## config.mk

```make
export PLATFORM = sky130hd
export DESIGN_NAME = c_subset_token_scanner
export DESIGN_NICKNAME = d
export VERILOG_FILES = /design/src/rtl/tsc_pkg.sv /design/src/rtl/tsc_scan.sv /design/src/rtl/tsc_outq.sv /design/src/rtl/c_subset_token_scanner.sv
export SDC_FILE = /design/constraint.sdc
export NUM_CORES = 1
export LEC_CHECK = 0
export BUFFER_PORTS_ARGS = -buffer_cell sky130_fd_sc_hd__buf_4
export CORE_MARGIN = 1
export CORE_UTILIZATION = 30
export DETAILED_ROUTE_END_ITERATION = 8
export PLACE_DENSITY = 0.5
export RECOVER_POWER = 100
export SYNTH_ARGS = -nofsm -noshare
export SYNTH_HDL_FRONTEND = slang
export SYNTH_SLANG_ARGS = --single-unit
```

## constraint.sdc

```tcl
create_clock -name clk_i -period 4.6 [get_ports clk_i]
set_clock_uncertainty 0.15 [all_clocks]
set_input_delay 0 -clock clk_i [delete_from_list [all_inputs] [get_ports clk_i]]
set_output_delay 0 -clock clk_i [all_outputs]
set_load 0.005 [all_outputs]
```

## src/rtl/tsc_pkg.sv

```systemverilog
// shared types, constants and helper functions of the token scanner
package tsc_pkg;

  localparam int unsigned PosWidth   = 16;
  localparam int unsigned NumKw      = 6;
  localparam int unsigned KwMaxLen   = 6;
  localparam int unsigned DefMaxLine = 65535;

  typedef enum logic [1:0] {
    MODE_IDLE = 2'd0,
    MODE_WORD = 2'd1,
    MODE_NUM  = 2'd2
  } tsc_mode_e;

  typedef enum logic [2:0] {
    KIND_KEYWORD = 3'd0,
    KIND_IDENT   = 3'd1,
    KIND_NUMBER  = 3'd2,
    KIND_BADNUM  = 3'd3,
    KIND_OPER    = 3'd4,
    KIND_PUNCT   = 3'd5,
    KIND_UNKNOWN = 3'd6
  } tsc_kind_e;

  typedef struct packed {
    logic [7:0] char_code;
    logic       line_end;
  } tsc_in_t;

  typedef struct packed {
    tsc_kind_e           token_kind;
    logic [2:0]          keyword_index;
    logic [PosWidth-1:0] token_start;
    logic [PosWidth-1:0] token_length;
    logic [7:0]          token_char;
    logic                last_of_run;
  } tsc_res_t;

  // up to two result items produced by one input item
  typedef struct packed {
    logic [1:0] count;
    tsc_res_t   r0;
    tsc_res_t   r1;
  } tsc_push_t;

  // keyword spelling, zero padded: int, float, if, else, while, return
  localparam logic [7:0] KW_TEXT [NumKw][KwMaxLen] = '{
    '{8'h69, 8'h6E, 8'h74, 8'h00, 8'h00, 8'h00},
    '{8'h66, 8'h6C, 8'h6F, 8'h61, 8'h74, 8'h00},
    '{8'h69, 8'h66, 8'h00, 8'h00, 8'h00, 8'h00},
    '{8'h65, 8'h6C, 8'h73, 8'h65, 8'h00, 8'h00},
    '{8'h77, 8'h68, 8'h69, 8'h6C, 8'h65, 8'h00},
    '{8'h72, 8'h65, 8'h74, 8'h75, 8'h72, 8'h6E}
  };
  localparam logic [2:0] KW_LEN [NumKw] = '{3'd3, 3'd5, 3'd2, 3'd4, 3'd5, 3'd6};

  localparam logic [NumKw-1:0] KwAll = '1;

  function automatic logic is_letter(input logic [7:0] c);
    return (c >= 8'h61 && c <= 8'h7A) || (c >= 8'h41 && c <= 8'h5A);
  endfunction

  function automatic logic is_digit(input logic [7:0] c);
    return c >= 8'h30 && c <= 8'h39;
  endfunction

  function automatic logic is_oper(input logic [7:0] c);
    return c == 8'h2B || c == 8'h2D || c == 8'h2A || c == 8'h2F ||
           c == 8'h3D || c == 8'h3C || c == 8'h3E || c == 8'h21;
  endfunction

  function automatic logic is_punct(input logic [7:0] c);
    return c == 8'h3B || c == 8'h2C || c == 8'h28 || c == 8'h29 ||
           c == 8'h7B || c == 8'h7D;
  endfunction

  // keep the keywords whose byte at position p equals c
  function automatic logic [NumKw-1:0] filter_kw(input logic [NumKw-1:0] mask,
                                                 input logic [PosWidth-1:0] p,
                                                 input logic [7:0] c);
    logic [NumKw-1:0] r;
    r = '0;
    for (int k = 0; k < NumKw; k++) begin
      if (mask[k] && p < PosWidth'(KW_LEN[k]) &&
          KW_TEXT[k][p[2:0]] == c) begin
        r[k] = 1'b1;
      end
    end
    return r;
  endfunction

  function automatic tsc_res_t make_res(input tsc_kind_e kind, input logic [2:0] idx,
                                        input logic [PosWidth-1:0] start,
                                        input logic [PosWidth-1:0] len,
                                        input logic [7:0] ch);
    tsc_res_t r;
    r.token_kind    = kind;
    r.keyword_index = idx;
    r.token_start   = start;
    r.token_length  = len;
    r.token_char    = ch;
    r.last_of_run   = 1'b0;
    return r;
  endfunction

  // descriptor of the open word or number
  function automatic tsc_res_t flush_res(input tsc_mode_e mode,
                                         input logic [NumKw-1:0] cands,
                                         input logic [PosWidth-1:0] start,
                                         input logic [PosWidth-1:0] len);
    tsc_kind_e  kind;
    logic [2:0] idx;
    kind = KIND_IDENT;
    idx  = '0;
    if (mode == MODE_NUM) begin
      kind = KIND_NUMBER;
    end else begin
      for (int k = 0; k < NumKw; k++) begin
        if (cands[k] && PosWidth'(KW_LEN[k]) == len) begin
          kind = KIND_KEYWORD;
          idx  = 3'(k);
        end
      end
    end
    return make_res(kind, idx, start, len, 8'h00);
  endfunction

endpackage

```

## src/rtl/tsc_scan.sv

```systemverilog
// scan state and combinational token decision logic
module tsc_scan import tsc_pkg::*; #(
  parameter int unsigned MAX_LINE_LENGTH = DefMaxLine
) (
  input  logic      clk_i,
  input  logic      rst_ni,
  input  logic      accept_i,
  input  tsc_in_t   item_i,
  output tsc_push_t push_o
);

  localparam logic [PosWidth-1:0] Cap =
      (MAX_LINE_LENGTH > 65535) ? '1 : PosWidth'(MAX_LINE_LENGTH);
  localparam logic [7:0] ChSpace = 8'h20;
  localparam logic [7:0] ChDot   = 8'h2E;
  localparam logic [7:0] ChUnder = 8'h5F;

  tsc_mode_e           mode_q, mode_d, mode1;
  logic                seen_q, seen_d, seen1;
  logic [PosWidth-1:0] pos_q, pos_d;
  logic [PosWidth-1:0] start_q, start_d, start1;
  logic [PosWidth-1:0] len_q, len_d, len1, len_inc, pos_inc;
  logic [NumKw-1:0]    cands_q, cands_d, cands1;

  logic [7:0] c;
  logic word_ch, lead_ch, digit, in_word, in_num;
  logic word_ext, num_dig, num_dot, dot2, taken, flush1, scan_ch;
  logic starts_word, starts_num, single, flush2;

  tsc_res_t   res [2];
  logic [1:0] n;

  function automatic logic [PosWidth-1:0] sat_inc(input logic [PosWidth-1:0] v);
    return (v >= Cap) ? Cap : v + 1'b1;
  endfunction

  // character classes and decisions
  assign c        = item_i.char_code;
  assign digit    = is_digit(c);
  assign lead_ch  = is_letter(c) || c == ChUnder;
  assign word_ch  = lead_ch || digit;
  assign in_word  = mode_q == MODE_WORD;
  assign in_num   = mode_q == MODE_NUM;
  assign word_ext = in_word && word_ch;
  assign num_dig  = in_num && digit;
  assign num_dot  = in_num && c == ChDot;
  assign dot2     = num_dot && seen_q;
  assign taken    = word_ext || num_dig || num_dot;
  assign flush1   = (in_word && !word_ch) || (in_num && !digit && c != ChDot);
  assign scan_ch  = !taken && c != ChSpace;
  assign starts_word = scan_ch && lead_ch;
  assign starts_num  = scan_ch && digit;
  assign single      = scan_ch && !word_ch;
  assign len_inc  = sat_inc(len_q);
  assign pos_inc  = sat_inc(pos_q);

  // state after the character, before line end handling
  always_comb begin
    mode1  = MODE_IDLE;
    start1 = start_q;
    len1   = len_q;
    cands1 = cands_q;
    seen1  = seen_q;
    if (word_ext) begin
      mode1  = MODE_WORD;
      len1   = len_inc;
      cands1 = filter_kw(cands_q, len_q, c);
    end else if (num_dig || (num_dot && !dot2)) begin
      mode1 = MODE_NUM;
      len1  = len_inc;
      if (num_dot) begin
        seen1 = 1'b1;
      end
    end else begin
      if (flush1 || dot2) begin
        cands1 = KwAll;
        seen1  = 1'b0;
      end
      if (starts_word) begin
        mode1  = MODE_WORD;
        start1 = pos_q;
        len1   = PosWidth'(1);
        cands1 = filter_kw(KwAll, '0, c);
      end else if (starts_num) begin
        mode1  = MODE_NUM;
        start1 = pos_q;
        len1   = PosWidth'(1);
        seen1  = 1'b0;
      end
    end
  end

  assign flush2 = item_i.line_end && mode1 != MODE_IDLE;

  // next state
  always_comb begin
    mode_d  = mode1;
    seen_d  = seen1;
    start_d = start1;
    len_d   = len1;
    cands_d = cands1;
    pos_d   = pos_inc;
    if (item_i.line_end) begin
      mode_d  = MODE_IDLE;
      seen_d  = 1'b0;
      cands_d = KwAll;
      pos_d   = '0;
    end
  end

  // result items in emission order
  always_comb begin
    res[0] = '0;
    res[1] = '0;
    n      = 2'd0;
    if (flush1) begin
      res[0] = flush_res(mode_q, cands_q, start_q, len_q);
      n      = 2'd1;
    end else if (dot2) begin
      res[0] = make_res(KIND_BADNUM, 3'd0, start_q, len_inc, 8'h00);
      res[1] = make_res(KIND_NUMBER, 3'd0, start_q, len_inc, 8'h00);
      n      = 2'd2;
    end
    if (single) begin
      if (is_oper(c)) begin
        res[n[0]] = make_res(KIND_OPER, 3'd0, pos_q, PosWidth'(1), c);
      end else if (is_punct(c)) begin
        res[n[0]] = make_res(KIND_PUNCT, 3'd0, pos_q, PosWidth'(1), c);
      end else begin
        res[n[0]] = make_res(KIND_UNKNOWN, 3'd0, pos_q, PosWidth'(1), c);
      end
      n = n + 2'd1;
    end
    if (flush2) begin
      res[n[0]] = flush_res(mode1, cands1, start1, len1);
      n = n + 2'd1;
    end
    if (n == 2'd1) begin
      res[0].last_of_run = 1'b1;
    end else if (n == 2'd2) begin
      res[1].last_of_run = 1'b1;
    end
    push_o.count = accept_i ? n : 2'd0;
    push_o.r0    = res[0];
    push_o.r1    = res[1];
  end

  // scan state registers
  always_ff @(posedge clk_i or negedge rst_ni) begin
    if (!rst_ni) begin
      mode_q  <= MODE_IDLE;
      seen_q  <= 1'b0;
      pos_q   <= '0;
      start_q <= '0;
      len_q   <= '0;
      cands_q <= KwAll;
    end else if (accept_i) begin
      mode_q  <= mode_d;
      seen_q  <= seen_d;
      pos_q   <= pos_d;
      start_q <= start_d;
      len_q   <= len_d;
      cands_q <= cands_d;
    end
  end

  // nothing open means a fresh keyword mask and no decimal point
  assert property (@(posedge clk_i) disable iff (!rst_ni)
    mode_q == MODE_IDLE |-> (cands_q == KwAll && !seen_q))
    else $error("idle scan state not clean");

  // an open token always has a nonzero length
  assert property (@(posedge clk_i) disable iff (!rst_ni)
    mode_q != MODE_IDLE |-> len_q != '0)
    else $error("open token with zero length");

  // a line end leaves nothing open and restarts the position
  assert property (@(posedge clk_i) disable iff (!rst_ni)
    accept_i && item_i.line_end |=> (mode_q == MODE_IDLE && pos_q == '0))
    else $error("line end did not flush");

endmodule

```

## src/rtl/tsc_outq.sv

```systemverilog
// three-entry result queue between the scanner and the output channel
module tsc_outq import tsc_pkg::*; (
  input  logic      clk_i,
  input  logic      rst_ni,
  input  tsc_push_t push_i,
  output logic      room_o,
  output logic      out_valid_o,
  input  logic      out_ready_i,
  output tsc_res_t  out_item_o
);

  tsc_res_t   q_q [3];
  tsc_res_t   q_d [3];
  logic [1:0] cnt_q, cnt_d, base;
  logic       pop;

  assign pop         = out_valid_o && out_ready_i;
  assign out_valid_o = cnt_q != 2'd0;
  assign out_item_o  = q_q[0];
  // room for the two results a single item can cause
  assign room_o      = cnt_q <= 2'd1;

  // shift out the head, append new results behind what remains
  always_comb begin
    base   = cnt_q - {1'b0, pop};
    q_d[0] = pop ? q_q[1] : q_q[0];
    q_d[1] = pop ? q_q[2] : q_q[1];
    q_d[2] = q_q[2];
    if (push_i.count != 2'd0) begin
      q_d[base] = push_i.r0;
    end
    if (push_i.count == 2'd2) begin
      q_d[base + 2'd1] = push_i.r1;
    end
    cnt_d = base + push_i.count;
  end

  always_ff @(posedge clk_i or negedge rst_ni) begin
    if (!rst_ni) begin
      cnt_q <= '0;
    end else begin
      cnt_q <= cnt_d;
    end
  end

  always_ff @(posedge clk_i) begin
    q_q <= q_d;
  end

  // occupancy never passes the depth
  assert property (@(posedge clk_i) disable iff (!rst_ni) cnt_q <= 2'd3)
    else $error("result queue overflow");

  // results only arrive while there is room for a full item
  assert property (@(posedge clk_i) disable iff (!rst_ni)
    push_i.count != 2'd0 |-> room_o)
    else $error("push without room");

  // output becomes valid only after a push
  assert property (@(posedge clk_i) disable iff (!rst_ni)
    $rose(out_valid_o) |-> $past(push_i.count != 2'd0))
    else $error("output valid without a pushed result");

endmodule

```

## src/rtl/c_subset_token_scanner.sv

```systemverilog
// top level of the streaming token scanner for a small c subset
//
// usage: one source byte per input item on in_item_i (char_code, line_end), with
// valid/ready handshakes on both channels. each accepted item updates the scan state
// (mode, token start and length, keyword mask, line position) in the same cycle and
// may cause zero, one or two token descriptors on out_item_o; last_of_run marks the
// last descriptor of an item. a word or number is reported when the first byte that
// cannot extend it arrives, or on the line's last byte.
// descriptors are queued as their item is taken and are offered in order from the head.
// throughput: one item per cycle while each item causes at most one descriptor and
// the receiver takes one per cycle; an item causing two descriptors holds off the
// input until the receiver has taken one. the rate is set by the three-entry result
// queue, which accepts an item only while at least two entries are free.
// reset: no item is pending, scan mode is idle and the position is zero; there is no
// clearing pass. when the receiver stalls the queue fills and in_ready_o drops; no
// descriptor is lost or repeated.
module c_subset_token_scanner import tsc_pkg::*; #(
  parameter int unsigned MAX_LINE_LENGTH = DefMaxLine
) (
  input  logic     clk_i,
  input  logic     rst_ni,
  input  logic     in_valid_i,
  output logic     in_ready_o,
  input  tsc_in_t  in_item_i,
  output logic     out_valid_o,
  input  logic     out_ready_i,
  output tsc_res_t out_item_o
);

  tsc_push_t push;
  logic      accept;

  assign accept = in_valid_i && in_ready_o;

  tsc_scan #(
    .MAX_LINE_LENGTH(MAX_LINE_LENGTH)
  ) u_scan (
    .clk_i   (clk_i),
    .rst_ni  (rst_ni),
    .accept_i(accept),
    .item_i  (in_item_i),
    .push_o  (push)
  );

  tsc_outq u_outq (
    .clk_i      (clk_i),
    .rst_ni     (rst_ni),
    .push_i     (push),
    .room_o     (in_ready_o),
    .out_valid_o(out_valid_o),
    .out_ready_i(out_ready_i),
    .out_item_o (out_item_o)
  );

endmodule
```

* Word level (Yosys, flattened, before mapping)
Memories as Yosys holds them, arrays and structs flattened.
Cells that the tools add are included.
** Operators by class
- $add $sub $neg :: 7
- Multipliers :: 0
- Divide/modulo/power cells :: 0
- $lt $le $gt $ge :: 23
- Eq/ne operators :: 47
- Shifts and indexed selects :: 0
- Multiplexer cells :: 112
- Bitwise operators :: 5
- Reduce and logical (&&, ||, !) cells :: 74
** Operators by type and width (number)
- $bwmux W94 :: 4
- $mux W47 :: 8
- $mux W94 :: 4
- $bwmux W141 :: 2
- $mux W141 :: 2
- $demux W47 S2 :: 2
- $mux W16 :: 11
- $eq A8 B6 Y1 const B :: 13
- $eq A3 B16 Y1 const A :: 6
- $mux W8 :: 12
- $demux W47 S1 :: 2
- $mux W93 :: 1
- $eq A2 B16 Y1 const A :: 4
- $eq A8 B8 Y1 :: 6
- $lt A16 B3 Y1 const B :: 3
- $logic_and A1 B1 Y1 :: 46
- $eq A7 B8 Y1 const A :: 5
- $mux W1 :: 35
- $add A16 B1 Y16 const B :: 2
- $ge A16 B16 Y1 const B :: 2
- $lt A16 B2 Y1 const B :: 2
- $mux W3 :: 10
- $mux W6 :: 5
- $mux W2 :: 14
- 26 further kinds :: 67
** Word-level totals
- Flip-flop bits (word level) :: 200
- Latch bits :: 0
- Memory bits (writable) :: 0
- Bits in read-only memories :: 384
- Input port bits :: 13
- Output and inout bits :: 49
- Word-level logic and storage cells :: 299
- Memories kept :: 6
** Memory list
- (name not given) :: words 8, bits a word 8, rd ports 1, clocked after memory_dff 0, write ports 0, line tsc_pkg.sv:85 : KW_TEXT[k][p[2:0]] == c) begin
- (name not given) :: words 8, bits a word 8, rd ports 1, clocked after memory_dff 0, write ports 0, line tsc_pkg.sv:85
- (name not given) :: words 8, bits a word 8, rd ports 1, clocked after memory_dff 0, write ports 0, line tsc_pkg.sv:85
- (name not given) :: words 8, bits a word 8, rd ports 1, clocked after memory_dff 0, write ports 0, line tsc_pkg.sv:85
- (name not given) :: words 8, bits a word 8, rd ports 1, clocked after memory_dff 0, write ports 0, line tsc_pkg.sv:85
- (name not given) :: words 8, bits a word 8, rd ports 1, clocked after memory_dff 0, write ports 0, line tsc_pkg.sv:85

* Logic depth before layout (Yosys ltp)
Gate-level depths: netlist of the first run.
- Depth after elaboration :: 32
- Mapped depth :: 16
- Gate-level depth less buffers :: 12

* Modules after synthesis
A second synthesis of the first run with hierarchy kept.
** Second synthesis, totals
- Cells, all modules :: 1668
- Area, all modules :: 13297.8 µm²
** Modules (own cells, without submodules)
- tsc_outq :: instances 1, cells each 849, area an instance 7215.7 µm², sequential area each 2872.8 µm²
- tsc_scan :: instances 1, cells each 818, area an instance 6075.8 µm², sequential area each 1433.9 µm²
- c_subset_token_scanner :: instances 1, cells each 1, area an instance 6.3 µm², sequential area each 0.0 µm²

* Worst setup path after synthesis of the first run
OpenSTA, ideal clock, no wires.
- Path type :: in2reg
- Start :: input in_item_i[4] in the netlist's numbering
- End :: register u_outq.q_q[35] in the netlist's numbering
- Library setup time :: 71 ps
- Arrival :: 3744 ps
- Data required time :: 4379 ps
- Setup slack :: 635 ps
- Stages on the path :: 14
- Buffers on the path :: 4
- Path through :: buf_6 or4_4 a21oi_2 o32ai_2 a21oi_1 clkbuf_1 ha_1 clkbuf_1 nand3b_1 mux2i_1 clkbuf_1 a22oi_1 a21oi_1 o21bai_1
** RTL lines
- start: declaration :: line c_subset_token_scanner.sv:24 : input tsc_in_t in_item_i,
- end signal: assignment :: line tsc_outq.sv:47 : q_q <= q_d;
- end: declaration :: line tsc_outq.sv:12 : tsc_res_t q_q [3];

==> results.cfg, run 1 <==
[status]
outcome = finished with violations
failed_checks = capacitance limit, slew limit

[layout]
seqCellArea_mm2 = 0.00431
syn2layout_area_growth_pct = 10.5
multi_input_area_mm2 = 0.00757
drive_gt1_share_pct = 11.6
final_net_count = 1713
fillers = 4447
final_area_mm2 = 0.0142
n_antenna_cell = 0
fin_cells = 2240

[route]
firstDrtPassIters = 6
final_antenna_net_count = 0
vias_per_cell = 5.76
routed_wl_um = 44800
wl_per_cell_um = 20.0
drc = 0
via_count = 12896
drtIter0Drc = 1590

[logic_synthesis]
yosysTopAreaCell = dfxtp_1
async_flop_share_pct = 29.5
syn_area_mm2 = 0.0129
synthFlopType = dfxtp_1
yosysSeqAreaShare_pct = 33.5
synthTopCellsByCount = nand2_1 (331), o21ai_0 (154), dfxtp_1 (141)
yosysMostFrequentCell = nand2_1
synth_cell_types = 85
postSynthCellCount = 1732
synth_top_area_share_pct = 21.9
synth.area.top_cells = dfxtp_1 (22%), dfrtp_1 (10%), nand2_1 (9.7%)
synth-edff-count = 0
syn-num-nets = 1757
postSynthAreaPerCell_um2 = 7.43
ys_seq_elements = 200
ys_warn_count = 0

[die]
die_width_um = 209
fp.dieArea_mm2 = 0.0437
core_mm2 = 0.0421
die_h_um = 209
initial_core_util_pct = 30.5
row_count = 75
boundaryPins = 62

[timing]
fin_crit_sh_pct = 95.8
maxSlewViolCount = 79
finalSetupViolCount = 0
worstMarginPinSlew_ps = 3800
finalHoldViolations = 0
holdWs_ps = 207
rsz0062_at_grt = no
max_slew_margin_pct = -153
fin_crit_ps = 4400
fin_tns_setup_ps = 0
clock.fmax_ghz = 0.227

[worst_setup_path]
cp.buffers_inverters = 2
r2r_start = u_scan.len_q[1]
crit_path_top_delay_cell = clkbuf_1
cp-start-kind = register
r2r_cells = 12
reg2reg_slack_ps = 200
path_cells = clkbuf_1, inv_1, ha_1, o32a_1, o32a_1, a211oi_1, nand4_1, and3_1, o22ai_1, nand2_1, nor2_1, a31o_2
cp_common_cell = o32a_1
path_class = reg2reg
path_max_fanout = 13
crit_required_ps = 4860
worstSetupEndpointType = register
critPathMaxStageDelay_ps = 600
r2r_end = u_outq.q_q[42]
cp_top_family = compound AO/OA/AOI/OAI gates
arrival_ps = 4670

[cts]
cts_tree = yes
numCtsBuffers = 17
cts_buffer_depth = 2
cts.htree.levels = 4
clockRootBuffer = clkbuf_16
cts.sinks = 200
clkTransAtPathRegs_ps = 80
insertion_delay_ps = 460
cts.repair.resized = 0

[pwr]
power_frac_comb_pct = 43.9
finalPower_uw = 7580
ir_drop_mv = 0.263
power_density_mw_per_mm2 = 533
leakage_uw = 0.00557
p_sw_uw = 3110
internal_power_uw = 4470
p_seq_share_pct = 35.7
clkPwrFrac_pct = 20.4
p_sw_share_pct = 41.0

[place]
gp_congestion = 0.920
dpl_cell_area_mm2 = 0.0136
dp_cells = 2196
place_hpwl_um = 30800
portBuffers = 61

[global_route]
overflow = 0
antenna_found_initial = 0
grt_pass1_vias = 11870
grt_pass1_wl_um = 70400
grtUsageTotal_pct = 20.4
grt_max_degree = 87

[min_path]
hold_depth = 3
hold_start = in_item_i[8]
hp-class = in2reg
min_to = u_outq.q_q[8]

[job]
maxCapViolations = 2
==> worst register-to-register path, delay by kind of cell (launching register included) <==
family / cells / cell delay, ps
and+or+nand+nor: 4 / 890
adders and majority gates: 1 / 480
DFF: 1 / 350
buffers and inverters: 2 / 1000
AOI/OAI and AO/OA: 5 / 1490
==> kinds of logic after synthesis <==
logic type	Yosys count	share of synthesized area [%]
buffers and inverters	214	7.89
xor gates and xnor gates	18	1.23
adders and majority gates	12	1.17
and+or+nand+nor	689	24.5
DFF	200	33.5
muxes	52	4.25
AOI/OAI and AO/OA	547	27.5
==> flip-flops by register name, indices dropped and copies added (netlist names) <==
name,flops
u_scan.start_q,16
u_outq.out_item_o,47
u_scan.pos_q,16
u_outq.q_q,94
u_scan.len_q,16
u_scan.seen_q,1
u_outq.cnt_q,2
u_scan.cands_q,6
u_scan.mode_q,2
==> worst max path at each step <==
stage | depth (start not counted) | end | start | slack, ps
after floorplan | 14 | u_outq.q_q[35] | in_item_i[4] | 630
after global placement | 10 | u_outq.out_item_o[43] | u_scan.mode_q[1] | 560
after detailed placement | 11 | u_outq.q_q[41] | in_item_i[3] | 500
after CTS | 12 | u_outq.q_q[41] | in_item_i[3] | 440
after global routing | 13 | u_outq.q_q[55] | in_item_i[3] | 60
final | 12 | u_outq.q_q[42] | u_scan.len_q[1] | 200
==> per-layer routing <==
metal	wire, um	track usage (%)
met5	0	0
met1	21400	29.7
met4	829	6.36
met3	3060	3.08
met2	19500	30.8
==> power by group through the flow <==
stage,sequential (uW),clock [uW],combinational (uW)
after floorplan,2610,0,2490
after global placement,2740,0,3290
after detailed placement,2740,0,3320
after CTS,2710,1590,3350
after global routing,2780,1650,3680
final,2710,1550,3330
==> final cells by class <==
type | instances | area share [%]
multi-input cells | 1318 | 53.2
flip-flops and latches | 200 | 30.3
repair buffers | 130 | 7.07
well taps | 539 | 4.74
clock buffers | 17 | 2.99
clock inverters | 15 | 1.14
inverters | 21 | 0.554
==> placed cells by master (no fill, tap or decap), types with 31 or more instances in the layout <==
master / netlist / layout
nand2_1: 331 / 328
o21ai_0: 154 / 154
dfxtp_1: 141 / 141
nand3_1: 128 / 127
a21oi_1: 113 / 113
nor2_1: 91 / 91
dfrtp_1: 53 / 53
buf_4: 49 / 49
clkbuf_4: 0 / 46
o211ai_1: 37 / 37
a22oi_1: 35 / 35
mux2i_1: 31 / 31
==> timing repair <==
| item | CTS | global route |
|---|---|---|
| hold buffers | 12 | 0 |
| hold endpoints to repair | 108 | 0 |
| setup buffers | 0 | 0 |
==> metrics by stage <==
stage          setup WS, ps  utilization (%)
4_1_cts                 442             33.9
6_report                195             33.7
5_1_grt                58.2             33.7
3_5_place_dp            499             32.3
3_3_place_gp            558             32.3
2_1_floorplan           635                -
No activity file was read; power rests on OpenSTA's default activity.
==> run 2, diff against run 1 <==
Settings changed: CORE_UTILIZATION 30 to 50, MAX_ROUTING_LAYER set to met4, PLACE_DENSITY 0.5 to 0.72.
==> run 2 against run 1 <==
Highest routed layer unchanged. Combinational power fell by 2%. Power rose by 0.52%. Clock power rose by 6%. Non-clock buffer count fell by 13. The flow still finishes with violations (capacitance limit, slew limit). Via count rose by 0.84%. Routed wire length fell by 6.6%. Clock-buffer cell count did not move. Hold slack got worse by 31 ps. Global-route usage rose by 13 points.
==> results.cfg, run 2 (synthesis results as in run 1) <==
[die]
row_count = 58
boundaryPins = 62
fp.dieArea_mm2 = 0.0264
die_h_um = 162
core_mm2 = 0.0252
die_width_um = 162
initial_core_util_pct = 51.1

[route]
final_antenna_net_count = 0
drtIter0Drc = 1563
vias_per_cell = 6.44
wl_per_cell_um = 20.8
via_count = 13004
routed_wl_um = 41900
drc = 0
firstDrtPassIters = 6

[worst_setup_path]
path_class = in2reg
critPathMaxStageDelay_ps = 650
r2r_cells = 9
path_cells = dlygate4sd3_1, buf_4, nand3_1, a211o_1, o32a_4, a221oi_2, clkbuf_1, a211oi_1, or3_1, or4_4, a311o_1, o21ai_0
arrival_ps = 4660
crit_required_ps = 4810
cp_top_family = compound AO/OA/AOI/OAI gates
reg2reg_slack_ps = 270
cp.depth = 12
cp-start-kind = primary input
worstSetupEndpointType = register
cp.buffers_inverters = 3
path_max_fanout = 29
crit_path_top_delay_cell = a221oi_2

[job]
maxCapViolations = 1

[layout]
mostFrequentLayoutCells = nand2_1 (329), o21ai_0 (155), dfxtp_1 (141)
largest_reg_flops = 94
fin_cells = 2018
fillers = 2429
n_antenna_cell = 0
final_area_mm2 = 0.0139
multi_input_area_mm2 = 0.00757
seqCellArea_mm2 = 0.00431
layout_commonest_cell = nand2_1
syn2layout_area_growth_pct = 7.81
regMostFlops = u_outq.q_q
drive_gt1_share_pct = 10.9
final_net_count = 1700
post-route-util_pct = 55.1

[place]
gp_congestion = 0.993
dpl_cell_area_mm2 = 0.0132
place_hpwl_um = 28700
portBuffers = 61
dp_cells = 1975

[global_route]
grt_pass1_wl_um = 66000
grt_max_degree = 87
overflow = 0
grt_pass1_vias = 11585
grtUsageTotal_pct = 33.0
antenna_found_initial = 0

[cts]
cts.sinks = 200
cts_tree = yes
clockRootBuffer = clkbuf_16
cts_buffer_depth = 2
numCtsBuffers = 17
clkTransAtPathRegs_ps = 90
cts.htree.levels = 4
cts.repair.resized = 0
insertion_delay_ps = 450

[pwr]
finalPower_uw = 7620
leakage_uw = 0.00550
ir_drop_mv = 0.342
power_density_mw_per_mm2 = 550

[timing]
max_slew_margin_pct = -132
maxSlewViolCount = 60
rsz0062_at_grt = no
worstMarginPinSlew_ps = 3490
fin_crit_ps = 4440
finalHoldViolations = 0
fin_crit_sh_pct = 96.6
fin_tns_setup_ps = 0
finalSetupViolCount = 0
clock.fmax_ghz = 0.225

[status]
outcome = finished with violations
failed_checks = capacitance limit, slew limit

[min_path]
hp-class = in2reg
hold_depth = 6
-- run 2: changes by cell type in the layout (fill, tap and decap cells not counted), sizes merged --
cell / before / now
buf: 55 / 45
inv: 27 / 31
clkinv: 7 / 4
clkbuf: 80 / 78
clkinvlp: 1 / 0
dlygate4sd3: 12 / 11
-- run 2: power breakdown --
part           leakage (uW)  internal (uW)  total (uW)  switching [uW]
Combinational       0.00323           1330        3270            1940
Sequential          0.00196           2350        2710             367
Clock              0.000309            809        1640             827
Total               0.00550           4490        7620            3130
-- run 2: metal layers --
metal  vias up  global-route usage [%]  wire length [um]
li1       6092                       -                 -
met5         -                       -                 0
met2       595                    48.9             18600
met4         0                    9.01               771
met1      6257                    46.5             19200
met3        60                    4.91              3310
-- run 2: timing repair --
item                      in CTS  in global routing
hold endpoints to repair     105                  0
setup buffers                  0                  0
hold buffers                  11                  0
-- run 2: final cells by class --
type	count	area share (%)
clock buffer	17	3.07
inverter	21	0.568
tap	330	2.98
clock inverter	15	1.53
multi-input combinational	1318	54.6
sequential	200	31.1
timing repair buffer	117	6.22
-- run 2: stage by stage --
step / hold WS (ps) / setup slack [ps]
5_1_grt: 231 / 53.0
3_5_place_dp: -0.0642 / 527
4_1_cts: 53.8 / 431
3_3_place_gp: 0.807 / 531
2_1_floorplan: -446 / 635
6_report: 176 / 156
-- run 2: worst paths after layout --
check	start	endpoint
worst max-delay path	in_item_i[3]	u_outq.out_item_o[41]
worst min-delay path	out_ready_i	u_outq.cnt_q[1]
worst max register to register	u_scan.mode_q[1]	u_outq.out_item_o[41]
worst min register to register	u_outq.q_q[2]	u_outq.q_q[2]
max in group asynchronous	rst_ni	u_scan.len_q[12]
min in group asynchronous	rst_ni	u_scan.pos_q[9]
-- run 2: worst reg2reg max path: cells and delay by family (launching register included) --
family             cells  cell delay [ps]
AOI/OAI and AO/OA      5             1910
and+or+nand+nor        4             1680
DFF                    1              510
==> run 3, diff against run 2 <==
Settings changed: ABC_AREA set to 1.
==> run 3 against run 2 <==
The flow still finishes with violations (capacitance limit, slew limit). Hold slack lost 74 ps. Setup slack better by 270 ps. Die area grew 5.4%. Clock power fell by 3%. Largest cell class unchanged. Critical path type unchanged. Clock-buffer cell count is the same. Core utilization decreased by 0.59 points. First-iteration DRC count grew 13%. Global-route usage is 0.44 points lower. Largest power group unchanged. Register-to-register slack better by 200 ps. Area after synthesis is 5.5% higher. Maximum frequency is 6.5% higher.
==> results.cfg, run 3 <==
[logic_synthesis]
async_flop_share_pct = 29.5
postSynthAreaPerCell_um2 = 6.53
yosysTopAreaCell = dfxtp_1
ys_seq_elements = 200
synth.area.top_cells = dfxtp_1 (21%), nand2_1 (11%), o21ai_0 (10%)
yosysMostFrequentCell = nand2_1
postSynthCellCount = 2078
ys_warn_count = 0
synth_cell_types = 55
synth_top_area_share_pct = 20.8
syn_area_mm2 = 0.0136
synthTopCellsByCount = nand2_1 (403), o21ai_0 (270), inv_1 (216)
synth-edff-count = 0
synthFlopType = dfxtp_1
syn-num-nets = 2103
yosysSeqAreaShare_pct = 31.7

[route]
highest_layer = met4
wl_met1_um = 20500
drc = 0
wl_per_cell_um = 18.5
wl_met2_um = 18200
route.met3.wl_um = 4310
drtIter0Drc = 1770
vias_per_cell = 5.93
final_antenna_net_count = 0
via_count = 14016
firstDrtPassIters = 5
routed_wl_um = 43700

[pwr]
p_seq_share_pct = 32.9
leakage_uw = 0.00657
power_frac_comb_pct = 49.9
internal_power_uw = 4900
power_density_mw_per_mm2 = 640
finalPower_uw = 9190
p_sw_share_pct = 46.7
p_sw_uw = 4290
ir_drop_mv = 0.283
clkPwrFrac_pct = 17.2

[place]
place_hpwl_um = 30400
dpl_cell_area_mm2 = 0.0138
dp_cells = 2325
portBuffers = 61
gp_congestion = 0.972
dpl_worst_slack_ps = 615

[die]
initial_core_util_pct = 51.5
die_width_um = 167
boundaryPins = 62
row_count = 59
fp.dieArea_mm2 = 0.0278
die_h_um = 167
core_mm2 = 0.0264

[global_route]
overflow = 0
grt_pass1_wl_um = 69900
grt_pass1_vias = 12537
grtUsageTotal_pct = 32.5
grt_max_degree = 93
antenna_found_initial = 0

[worst_setup_path]
arrival_ps = 4330
crit_required_ps = 4760
path_max_fanout = 31
cp-start-kind = primary input
worstSetupEndpointType = register
path_class = in2reg

[layout]
mostFrequentLayoutCells = nand2_1 (404), o21ai_0 (315), inv_1 (220)
regMostFlops = u_outq.q_q
layout_commonest_cell = nand2_1
syn2layout_area_growth_pct = 5.81
final_net_count = 2042
fillers = 2598
drive_gt1_share_pct = 8.42
fin_cells = 2365
final_area_mm2 = 0.0144
largest_reg_flops = 94
n_antenna_cell = 0

[timing]
fin_crit_ps = 4170
finalSetupViolCount = 0
clock.fmax_ghz = 0.240
max_slew_margin_pct = -136
worst_slack_ps = 427
fin_crit_sh_pct = 90.7
maxSlewViolCount = 60
worstMarginPinSlew_ps = 3550
rsz0062_at_grt = no
fin_tns_setup_ps = 0
finalHoldViolations = 0

[cts]
numCtsBuffers = 17
cts.htree.levels = 4
cts_tree = yes
postCtsHoldBufs = 8
clkTransAtPathRegs_ps = 80
cts_buffer_depth = 2
insertion_delay_ps = 440
cts_setup_buffers = 0
cts.sinks = 200
cts.repair.resized = 0
clockRootBuffer = clkbuf_16

[min_path]
hp-class = in2reg

[status]
outcome = finished with violations
failed_checks = capacitance limit, slew limit

[job]
maxCapViolations = 1
## run 3: cell count changes after synthesis, moves of 21 or more
cell | before | now
clkbuf_1 | 134 | 75
a22oi_1 | 35 | 8
and3_1 | 23 | 0
nand3_1 | 128 | 96
mux2_2 | 21 | 0
o21ai_1 | 10 | 82
buf_2 | 4 | 37
o21ai_0 | 154 | 270
nand2_1 | 331 | 403
inv_1 | 21 | 216
nor2_1 | 91 | 195
## run 3: per-layer routing
metal / global-route usage, % / vias to the layer above
li1: - / 6764
met1: 47.8 / 6459
met2: 44.9 / 737
met3: 7.01 / 56
met4: 7.33 / 0
met5: - / -
## run 3: worst max-delay path, cell delays in order
cell	delay [ps]
dlygate4sd3_1	530
clkbuf_1	170
inv_1	380
nand2_1	160
nor2_1	160
nand2_1	70
nand2_1	60
nand2_1	60
nand2_1	110
nand3_1	180
nor2_1	340
inv_1	160
nor2_4	240
nor2_2	110
a31oi_4	300
nand2_2	330
clkbuf_2	520
o211ai_1	300
o21ai_0	130
## run 3: power by group through the flow
stage                     logic [uW]  registers (uW)  clock network (uW)
after CTS                       4580            3010                1600
after detailed placement        4550            3040                   0
after global routing            5170            3100                1680
final                           4580            3020                1590
after global placement          4480            3020                   0
after floorplan                 3620            2840                   0
## run 3: cell families after synthesis
kind of cell	count (synthesis)	share of synthesized area, %
AND/OR/NAND/NOR	775	24.2
XOR/XNOR	30	1.94
adder cells (fa/ha/maj)	12	1.11
buffers and inverters	418	13.8
AO/OA/AOI/OAI	630	26.2
multiplexers	13	0.959
flip-flops	200	31.7
## run 3: layout make-up
class	instances	area [um2]	area share, %
multi-input combinational	1460	7360	51.3
timing repair buffer	98	736	5.12
inverter	240	906	6.31
clock inverter	15	199	1.39
clock buffer	17	425	2.96
tap	335	419	2.92
sequential	200	4310	30.0
## run 3: path summary, 6_finish.rpt
| path | cells after the start | to | slack [ps] | startpoint |
|---|---|---|---|---|
| worst min-delay path | 4 | u_scan.len_q[0] | 100 | in_valid_i |
| worst min register to register | 2 | u_outq.q_q[0] | 330 | u_outq.q_q[0] |
| worst max register to register | 23 | u_outq.q_q[91] | 470 | u_scan.len_q[2] |
| max in group asynchronous | 2 | u_outq.cnt_q[0] | 1140 | rst_ni |
| min in group asynchronous | 2 | u_scan.start_q[12] | 1150 | rst_ni |
| worst max-delay path | 19 | u_outq.q_q[52] | 430 | in_item_i[8] |
## run 3: stage by stage
stage	utilization [%]	hold WS (ps)
5_1_grt	54.5	125
2_1_floorplan	-	-446
4_1_cts	54.9	59.3
3_5_place_dp	52.2	-3.86
3_3_place_gp	52.2	-4.85
6_report	54.5	102
